[src/rtl/sta_pkg.sv]
// package for the swizzled texel address unit
// storage mode codes, fixed widths and the block placement tables; no dependencies
package sta_pkg;

    localparam int WIDTH_BITS = 12;
    localparam int ADDR_BITS  = 24;
    localparam int PAGE_BITS  = 14;

    localparam logic [WIDTH_BITS-1:0] BUFFER_WIDTH_RESET = 12'd64;

    typedef enum logic [2:0] {
        MODE_32     = 3'd0,
        MODE_16     = 3'd1,
        MODE_8      = 3'd2,
        MODE_4      = 3'd3,
        MODE_LINEAR = 3'd4
    } mode_t;

    // block placement for pages eight blocks wide (32-bit and 8-bit modes)
    localparam logic [4:0] PERM_WIDE [32] = '{
        5'd0,  5'd1,  5'd4,  5'd5,  5'd16, 5'd17, 5'd20, 5'd21,
        5'd2,  5'd3,  5'd6,  5'd7,  5'd18, 5'd19, 5'd22, 5'd23,
        5'd8,  5'd9,  5'd12, 5'd13, 5'd24, 5'd25, 5'd28, 5'd29,
        5'd10, 5'd11, 5'd14, 5'd15, 5'd26, 5'd27, 5'd30, 5'd31
    };

    // block placement for pages four blocks wide (16-bit and 4-bit modes)
    localparam logic [4:0] PERM_TALL [32] = '{
        5'd0,  5'd2,  5'd8,  5'd10, 5'd1,  5'd3,  5'd9,  5'd11,
        5'd4,  5'd6,  5'd12, 5'd14, 5'd5,  5'd7,  5'd13, 5'd15,
        5'd16, 5'd18, 5'd24, 5'd26, 5'd17, 5'd19, 5'd25, 5'd27,
        5'd20, 5'd22, 5'd28, 5'd30, 5'd21, 5'd23, 5'd29, 5'd31
    };

endpackage

[src/rtl/swizzled_texel_address_unit.sv]
// top level of the swizzled texel address unit
// four stage address pipeline; depends on sta_pkg
//
// channel   ports                                      handshake
// -------   -----------------------------------------  ---------------------------
// command   coord_x, coord_y, pixel_mode               start high and busy low
// result    byte_address                               done strobe, one cycle
// config    width_data                                 width_we, no wait
//
// one transaction enters every cycle; busy never rises
// the result strobes once start has passed the four register stages
// (decode and block lookup, page row multiply, page add, final shift and merge)
// rst_n clears the valid bits and sets the buffer width to 64
// the receiver cannot stall, so nothing in the pipeline ever holds
module swizzled_texel_address_unit #(
    parameter int COORD_BITS = 11
) (
    input  logic                          clk,
    input  logic                          rst_n,
    input  logic                          start,
    output logic                          busy,
    input  logic [COORD_BITS-1:0]         coord_x,
    input  logic [COORD_BITS-1:0]         coord_y,
    input  logic [2:0]                    pixel_mode,
    output logic                          done,
    output logic [sta_pkg::ADDR_BITS-1:0] byte_address,
    input  logic                          width_we,
    input  logic [sta_pkg::WIDTH_BITS-1:0] width_data
);

    localparam int EXT_W  = (COORD_BITS < 8) ? 8 : COORD_BITS;
    localparam int PROD_W = EXT_W + sta_pkg::WIDTH_BITS;
    localparam int SUM_W  = PROD_W + 1;
    localparam int IDX_W  = sta_pkg::ADDR_BITS + 1;

    logic [sta_pkg::WIDTH_BITS-1:0] width_reg;

    logic [EXT_W-1:0] x_ext;
    logic [EXT_W-1:0] y_ext;
    logic [sta_pkg::WIDTH_BITS:0] ppr_sum;
    logic [4:0]       slot;
    logic [4:0]       blk;

    logic                            s1_valid_reg;
    sta_pkg::mode_t                  s1_mode_reg, s1_mode_next;
    logic [EXT_W-1:0]                s1_a_reg, s1_a_next;
    logic [sta_pkg::WIDTH_BITS-1:0]  s1_b_reg, s1_b_next;
    logic [EXT_W-1:0]                s1_add_reg, s1_add_next;
    logic [sta_pkg::PAGE_BITS-1:0]   s1_page_reg, s1_page_next;

    logic                            s2_valid_reg;
    sta_pkg::mode_t                  s2_mode_reg;
    logic [PROD_W-1:0]               s2_prod_reg;
    logic [EXT_W-1:0]                s2_add_reg;
    logic [sta_pkg::PAGE_BITS-1:0]   s2_page_reg;

    logic                            s3_valid_reg;
    sta_pkg::mode_t                  s3_mode_reg;
    logic [SUM_W-1:0]                s3_sum_reg;
    logic [sta_pkg::PAGE_BITS-1:0]   s3_page_reg;

    logic                            s4_valid_reg;
    logic [sta_pkg::ADDR_BITS-1:0]   s4_addr_reg, s4_addr_next;

    logic [IDX_W-1:0] sum_ext;
    logic [IDX_W-1:0] texel_idx;

    assign busy         = 1'b0;
    assign done         = s4_valid_reg;
    assign byte_address = s4_addr_reg;

    always_ff @(posedge clk or negedge rst_n) begin
        if (!rst_n) begin
            width_reg <= sta_pkg::BUFFER_WIDTH_RESET;
        end
        else if (width_we) begin
            width_reg <= width_data;
        end
    end

    // stage 1: mode decode, page coordinates and in-page offset
    assign x_ext = EXT_W'(coord_x);
    assign y_ext = EXT_W'(coord_y);

    always_comb begin
        s1_mode_next = sta_pkg::MODE_LINEAR;
        s1_a_next    = y_ext;
        s1_b_next    = width_reg;
        s1_add_next  = x_ext;
        s1_page_next = '0;
        ppr_sum      = '0;
        slot         = '0;
        blk          = '0;
        case (pixel_mode)
            sta_pkg::MODE_32: begin
                s1_mode_next = sta_pkg::MODE_32;
                ppr_sum      = {1'b0, width_reg} + 13'd63;
                s1_a_next    = y_ext >> 5;
                s1_b_next    = sta_pkg::WIDTH_BITS'(ppr_sum >> 6);
                s1_add_next  = x_ext >> 6;
                slot         = {y_ext[4:3], x_ext[5:3]};
                blk          = sta_pkg::PERM_WIDE[slot];
                s1_page_next = sta_pkg::PAGE_BITS'({blk, y_ext[2:0], x_ext[2:0]});
            end
            sta_pkg::MODE_16: begin
                s1_mode_next = sta_pkg::MODE_16;
                ppr_sum      = {1'b0, width_reg} + 13'd63;
                s1_a_next    = y_ext >> 6;
                s1_b_next    = sta_pkg::WIDTH_BITS'(ppr_sum >> 6);
                s1_add_next  = x_ext >> 6;
                slot         = {y_ext[5:3], x_ext[5:4]};
                blk          = sta_pkg::PERM_TALL[slot];
                s1_page_next = sta_pkg::PAGE_BITS'({blk, y_ext[2:0], x_ext[3:0]});
            end
            sta_pkg::MODE_8: begin
                s1_mode_next = sta_pkg::MODE_8;
                ppr_sum      = {1'b0, width_reg} + 13'd127;
                s1_a_next    = y_ext >> 6;
                s1_b_next    = sta_pkg::WIDTH_BITS'(ppr_sum >> 7);
                s1_add_next  = x_ext >> 7;
                slot         = {y_ext[5:4], x_ext[6:4]};
                blk          = sta_pkg::PERM_WIDE[slot];
                s1_page_next = sta_pkg::PAGE_BITS'({blk, y_ext[3:0], x_ext[3:0]});
            end
            sta_pkg::MODE_4: begin
                s1_mode_next = sta_pkg::MODE_4;
                ppr_sum      = {1'b0, width_reg} + 13'd127;
                s1_a_next    = y_ext >> 7;
                s1_b_next    = sta_pkg::WIDTH_BITS'(ppr_sum >> 7);
                s1_add_next  = x_ext >> 7;
                slot         = {y_ext[6:4], x_ext[6:5]};
                blk          = sta_pkg::PERM_TALL[slot];
                s1_page_next = {blk, y_ext[3:0], x_ext[4:0]};
            end
            default: begin
                // unused codes fall back to the linear layout
                s1_mode_next = sta_pkg::MODE_LINEAR;
            end
        endcase
    end

    // stage 4: scale the page number to texels, merge offset, apply texel size
    assign sum_ext = IDX_W'(s3_sum_reg);

    always_comb begin
        texel_idx    = '0;
        s4_addr_next = '0;
        case (s3_mode_reg)
            sta_pkg::MODE_32: begin
                texel_idx    = (sum_ext << 11) + IDX_W'(s3_page_reg);
                s4_addr_next = sta_pkg::ADDR_BITS'(texel_idx << 2);
            end
            sta_pkg::MODE_16: begin
                texel_idx    = (sum_ext << 12) + IDX_W'(s3_page_reg);
                s4_addr_next = sta_pkg::ADDR_BITS'(texel_idx << 1);
            end
            sta_pkg::MODE_8: begin
                texel_idx    = (sum_ext << 13) + IDX_W'(s3_page_reg);
                s4_addr_next = sta_pkg::ADDR_BITS'(texel_idx);
            end
            sta_pkg::MODE_4: begin
                // two texels share one byte
                texel_idx    = (sum_ext << 14) + IDX_W'(s3_page_reg);
                s4_addr_next = sta_pkg::ADDR_BITS'(texel_idx >> 1);
            end
            default: begin
                s4_addr_next = sta_pkg::ADDR_BITS'(sum_ext << 2);
            end
        endcase
    end

    always_ff @(posedge clk or negedge rst_n) begin
        if (!rst_n) begin
            s1_valid_reg <= 1'b0;
            s2_valid_reg <= 1'b0;
            s3_valid_reg <= 1'b0;
            s4_valid_reg <= 1'b0;
        end
        else begin
            s1_valid_reg <= start;
            s2_valid_reg <= s1_valid_reg;
            s3_valid_reg <= s2_valid_reg;
            s4_valid_reg <= s3_valid_reg;
        end
    end

    always_ff @(posedge clk) begin
        s1_mode_reg <= s1_mode_next;
        s1_a_reg    <= s1_a_next;
        s1_b_reg    <= s1_b_next;
        s1_add_reg  <= s1_add_next;
        s1_page_reg <= s1_page_next;

        // stage 2: page row times pages per row, or y times pitch
        s2_mode_reg <= s1_mode_reg;
        s2_prod_reg <= PROD_W'(s1_a_reg) * PROD_W'(s1_b_reg);
        s2_add_reg  <= s1_add_reg;
        s2_page_reg <= s1_page_reg;

        // stage 3: add page column, or x in the linear layout
        s3_mode_reg <= s2_mode_reg;
        s3_sum_reg  <= SUM_W'(s2_prod_reg) + SUM_W'(s2_add_reg);
        s3_page_reg <= s2_page_reg;

        s4_addr_reg <= s4_addr_next;
    end

endmodule

[config.mk]
export PLATFORM = sky130hd
export DESIGN_NAME = swizzled_texel_address_unit
export DESIGN_NICKNAME = d
export VERILOG_FILES = /design/src/rtl/sta_pkg.sv /design/src/rtl/swizzled_texel_address_unit.sv
export SDC_FILE = /design/constraint.sdc
export NUM_CORES = 1
export LEC_CHECK = 0
export ABC_AREA = 1
export BUFFER_PORTS_ARGS = -buffer_cell sky130_fd_sc_hd__buf_2
export CAP_MARGIN = 5
export CORE_UTILIZATION = 41
export DETAILED_ROUTE_END_ITERATION = 16
export GPL_TIMING_DRIVEN = 1
export MAX_ROUTING_LAYER = met4
export PLACE_DENSITY = 0.63
export SLEW_MARGIN = 20
export SYNTH_ARGS = -nofsm -noshare
export SYNTH_HDL_FRONTEND = slang
export SYNTH_SLANG_ARGS = --single-unit
export TNS_END_PERCENT = 5
[constraint.sdc]
create_clock -name clk -period 10.55 [get_ports clk]
set_input_delay 2.11 -clock clk [delete_from_list [all_inputs] [get_ports clk]]
set_output_delay 2.11 -clock clk [all_outputs]
set_load 0.005 [all_outputs]
==> Word level (Yosys, flattened, before mapping) <==
Memory sizes are Yosys's and may differ from the RTL's.
Cells that the tools add are included.
{ "totals": {"latchBits": 0, "reg_bits": 180, "mem_bits_rw": 0, "mem_bits_ro": 640, "elab_cells": 63, "mem_count": 4, "in_bits": 41} }
{ "op_classes": {"shifts": 0, "magnitude_cmp": 4, "bitwise_logic": 4, "n_addsub": 7, "multipliers": 1, "n_reduce_logical": 5, "mux": 14, "div_mod_pow": 0, "n_eq_ne": 6} }
{ "mem_list": {"columns": ["memory", "words", "width", "rd", "rd_ports_with_merged_regs", "write_ports", "line_no", "text"], "rows": [
  ["(no name shown)", 32, 5, 1, 0, 0, "swizzled_texel_address_unit.sv:132", "blk = sta_pkg::PERM_TALL[slot];"],
  ["(no name shown)", 32, 5, 1, 0, 0, "swizzled_texel_address_unit.sv:122", "blk = sta_pkg::PERM_WIDE[slot];"],
  ["(no name shown)", 32, 5, 1, 0, 0, "swizzled_texel_address_unit.sv:112", "blk = sta_pkg::PERM_TALL[slot];"],
  ["(no name shown)", 32, 5, 1, 0, 0, "swizzled_texel_address_unit.sv:102", "blk = sta_pkg::PERM_WIDE[slot];"]
]} }
{ "op_table": {"columns": ["op", "n"], "rows": [
  ["$pmux W24 S4", 1],
  ["$pmux W14 S4", 1],
  ["$mux W5", 8],
  ["$pmux W11 S3", 1],
  ["$add A25 B14 Y25", 1],
  ["$add A24 B14 Y24", 1],
  ["$ge A6 B6 Y1 const B", 4],
  ["$not A5 Y6", 4],
  ["$pmux W12 S2", 1],
  ["$add A23 B14 Y23", 1],
  ["$add A22 B11 Y22", 1],
  ["$add A22 B14 Y22", 1],
  ["$mul A11 B12 Y22", 1],
  ["$pmux W11 S2", 1],
  ["$add A12 B6 Y13 const B", 1],
  ["$add A12 B7 Y13 const B", 1],
  ["$eq A3 B2 Y1 const B", 4],
  ["$pmux W3 S4", 1],
  ["$eq A3 B1 Y1 const B", 2],
  ["$logic_not A3 Y1", 2],
  ["$reduce_or A2 Y1", 3]
]} }

==> Longest topological paths before layout <==
{ "depth": {"word_depth": 5, "depth_mapped": 23, "depth_no_buf": 22} }

==> Worst setup path before layout <==
OpenSTA, ideal clock, no wires.
{ "synth_timing": {"path_kind": "register -> register", "startpoint": "reg s1_a_reg[10]", "endpoint": "reg s2_prod_reg[20]", "arrival_ps": 4435, "setup_ps": 112, "period_less_slack_ps": 4548, "slack_ps": 6002, "path_buffers": 1, "path_stages_with_launch": 20, "cell_sequence": "dfxtp_1 > clkbuf_1 > nand2_1 > fa_1 > fa_1 > inv_1 > fa_1 > fa_1 > inv_1 > fa_1 > inv_1 > ha_1 > nand2_2 > inv_1 > a21oi_1 > nand3_1 > nand2_1 > nand2_1 > nand2_1 > nand2_1"} }
{ "synth_between": {"elab_chain_len": 1} }
{ "synth_rtl": {"columns": ["item", "line_no", "text"], "rows": [
  ["start, declared", "swizzled_texel_address_unit.sv:46", "logic [EXT_W-1:0] s1_a_reg, s1_a_next;"],
  ["start signal, assigned", "swizzled_texel_address_unit.sv:189", "s1_a_reg <= s1_a_next;"],
  ["$mul A11 B12 Y22", "swizzled_texel_address_unit.sv:196", "s2_prod_reg <= PROD_W'(s1_a_reg) * PROD_W'(s1_b_reg);"],
  ["end signal, assigned", "swizzled_texel_address_unit.sv:196", null],
  ["end, declared", "swizzled_texel_address_unit.sv:53", "logic [PROD_W-1:0] s2_prod_reg;"]
]} }
No other way between the ends.
A chain may end at the register's enable or synchronous reset.

==> Worst setup path in the final report <==
{ "layout_timing": {"startpoint": "reg s1_b_reg[0] (netlist name)", "endpoint": "reg s2_prod_reg[20]"} }
{ "layout_between": {"elab_chain_len": 1} }
{ "layout_rtl": {"columns": ["item", "line_no", "text"], "rows": [
  ["start, declared", "swizzled_texel_address_unit.sv:47", "logic [sta_pkg::WIDTH_BITS-1:0] s1_b_reg, s1_b_next;"],
  ["start signal, assigned", "swizzled_texel_address_unit.sv:190", "s1_b_reg <= s1_b_next;"],
  ["$mul A11 B12 Y22", "swizzled_texel_address_unit.sv:196", null]
]} }
No other way between the ends.

==> results.sh <==
export IMPL_postSynth_asyncResetShare_pct=8.89
export IMPL_synth_distinct_cells=47
export IMPL_drt_iter0_drc=650
export IMPL_min_period_over_period_pct=45.3
export IMPL_hold_path_class="register to register"
export IMPL_clkPwrFrac_pct=26.2
export IMPL_cts_resized=0
export IMPL_cts_hold_fix_buffers=0
export IMPL_syn_area_um2=11200
export IMPL_die_w_um=167
export IMPL_critPathMaxFanout=11
export IMPL_synth_edf_count=0
export IMPL_critPathArrivalTime_ps=5100
export IMPL_ys_seq_area_share_pct=32.8
export IMPL_ant_nets=0
export IMPL_cts_made_buffers=17
export IMPL_clk_latency_ps=430
export IMPL_power_w=0.00242
export IMPL_grt_overflow_total=0
export IMPL_drive_gt1_share_pct=8.93
export IMPL_routedWlPerCell_um=13.1
export IMPL_antenna_cells=0
export IMPL_combPwrFrac_pct=36.2
export IMPL_p_switching_w=0.000953
export IMPL_finalNonFillerCells=1841
export IMPL_drc_errors=0
export IMPL_die_y_um=167
export IMPL_tns_ps=0
export IMPL_ioPinCount=67
export IMPL_hold_viol=0
export IMPL_worstPathRequired_ps=10870
export IMPL_switching_share_pct=39.3
export IMPL_max_cap_violations=0
export IMPL_leakage_nw=6.73
export IMPL_syn_instance_count=1444
export IMPL_worst_ir_drop_vdd_mv=0.106
export IMPL_rsz0062_at_grt="false"
export IMPL_tightest_slew_ps=929
export IMPL_p_int_w=0.00147
export IMPL_synth_warnings=0
export IMPL_area_delta_synth_final_pct=10.6
export IMPL_hold_slack_ps=325
export IMPL_slew_viol_final=0
export IMPL_p_seq_share_pct=37.6
export IMPL_cts_buffer_depth=2
export IMPL_viasPerCell=4.72
export IMPL_synth_nets=1647
export IMPL_slew_headroom_pct=38.0
export IMPL_core_area_um2=26900
export IMPL_grt_max_degree=35
export IMPL_path_clk_slew_ps=80
export IMPL_powerDensity_nw_per_um2=195
export IMPL_synth_seq_cells=180
export IMPL_worstSetupStartpointType="register"
export IMPL_setup_viol_count_final=0
export IMPL_fin_worst_skew_ps=13.0
export IMPL_grt_pass1_vias=8649
export IMPL_largest_reg_flops=24
export IMPL_antenna_found_initial=0
export IMPL_max_freq_mhz=209
export IMPL_num_vias=8686
export IMPL_firstDrtPassIters=5
export IMPL_cts_tree="done"
export IMPL_start_util_pct=41.7
export IMPL_worst_setup_path_type="register to register"
export IMPL_grt_pass1_wl_um=41100
export IMPL_grt_util_all_layers_pct=18.9
export IMPL_place_inst=1809
export IMPL_synthFlopType="dfxtp_1"
export IMPL_portBuffers=65
export IMPL_dieArea_um2=28000
export IMPL_cts_setup_buffers=0
export IMPL_finalNetCount=1690
export IMPL_routed_wl_um=24200
export IMPL_root_buffer="clkbuf_16"
export IMPL_cts_htree_levels=4
export IMPL_fin_crit_ps=4780
export IMPL_placementRows=60
export IMPL_avgSynthCellArea_um2=7.77
export IMPL_status="completed"
export IMPL_clock_sinks=180
export IMPL_worstSetupEndpointType="register"
export IMPL_gp_congestion=0.919
export IMPL_hpwl_um=19700
==> Yosys cell counts, types with 8 or more instances <==
cell type  count  share of area, %
dfrtp_1       15               3.3
buf_2          8              0.36
o21ai_0       19              0.85
clkbuf_1      30               1.0
a21oi_1       57               2.5
nand3_1       64               2.9
fa_1          90                16
nand2_1      400                13
nor3_1        11              0.49
nand4_1       10              0.56
o22ai_1       27               1.5
xor2_1        19               1.5
nand2_2        9              0.50
inv_1        312                10
ha_1          72               8.0
nor2_1        75               2.5
dfxtp_1      164                29
==> cells in the final DEF (no fill, tap or decap), types with 10 or more instances in the layout <==
cell type,synthesis,layout
nand4_1,10,10
nor2_1,75,75
o21ai_0,19,19
o22ai_1,27,27
a21oi_1,57,57
dfrtp_1,15,15
ha_1,72,72
fa_1,90,90
xor2_1,19,19
clkbuf_16,0,17
dfxtp_1,164,164
buf_2,8,65
nor3_1,11,11
inv_1,312,312
nand2_1,400,400
nand3_1,64,64
==> layer usage <==
metal,global-route usage (%),share of wire (%),vias to the layer above
met5,-,0,-
met4,5.19,1.5,0
met3,3.52,3.5,28
met2,32.4,48,169
met1,22.7,47,4032
li1,-,-,4457
==> final timing paths <==
check,slack [ps],to,start,cells past startpoint
min in group asynchronous,1570,width_reg[0],rst_n,1
worst min-delay path,320,s2_mode_reg[1],s1_mode_reg[1],0
max in group asynchronous,8680,width_reg[6],rst_n,1
worst min register to register,320,s2_mode_reg[1],s1_mode_reg[1],0
worst max register to register,5770,s2_prod_reg[20],s1_b_reg[0],18
worst max-delay path,5770,s2_prod_reg[20],s1_b_reg[0],18
==> power groups by stage <==
stage,sequential (W),clock [W],combinational [W]
after global placement,0.000926,0,0.000869
after floorplan,0.000877,0,0.000697
final,0.000913,0.000635,0.000877
after CTS,0.000912,0.000654,0.000886
after detailed placement,0.000927,0,0.000879
after global routing,0.000926,0.000682,0.00102
==> critical path, cell delays in order, from the launching register on <==
cell and delay, ps:
dfxtp_1 580, nand2_1 150, fa_1 530, fa_1 550, inv_1 50, fa_1 510, fa_1 540, inv_1 50
fa_1 530, inv_1 40, ha_1 370, nand2_2 140, inv_1 50, a21oi_1 190, nand3_1 140, nand2_1 100
nand2_1 50, nand2_1 50, nand2_1 40
==> final cells by class <==
cell class	instances	area, µm²
multi-input cells	906	6160
repair buffers	66	333
inverters	316	1190
fillers	2704	14500
clock inverters	14	176
clock buffers	18	439
flip-flops and latches	180	3680
well taps	341	427
==> cells by family after synthesis <==
logic type	after synthesis	share of synthesized area, %
AND/OR/NAND/NOR	589	21.9
XOR/XNOR	23	1.80
AO/OA/AOI/OAI	127	6.67
multiplexers	4	0.402
flip-flops	180	32.9
other	1	0.0334
adder cells (fa/ha/maj)	162	24.1
buffers and inverters	358	12.2
==> through the flow <==
| stage | area [µm²] | setup slack, ps | utilization [%] |
|---|---|---|---|
| 5_1_grt | 12400 | 5400 | 46.2 |
| 3_5_place_dp | 11800 | 5780 | 43.9 |
| 3_3_place_gp | 11800 | 5890 | 43.9 |
| 4_1_cts | 12400 | 5780 | 46.2 |
| 6_report | 12400 | 5770 | 46.2 |
| 2_1_floorplan | 11200 | 6000 | - |
No activity file was read; power rests on OpenSTA's default activity.
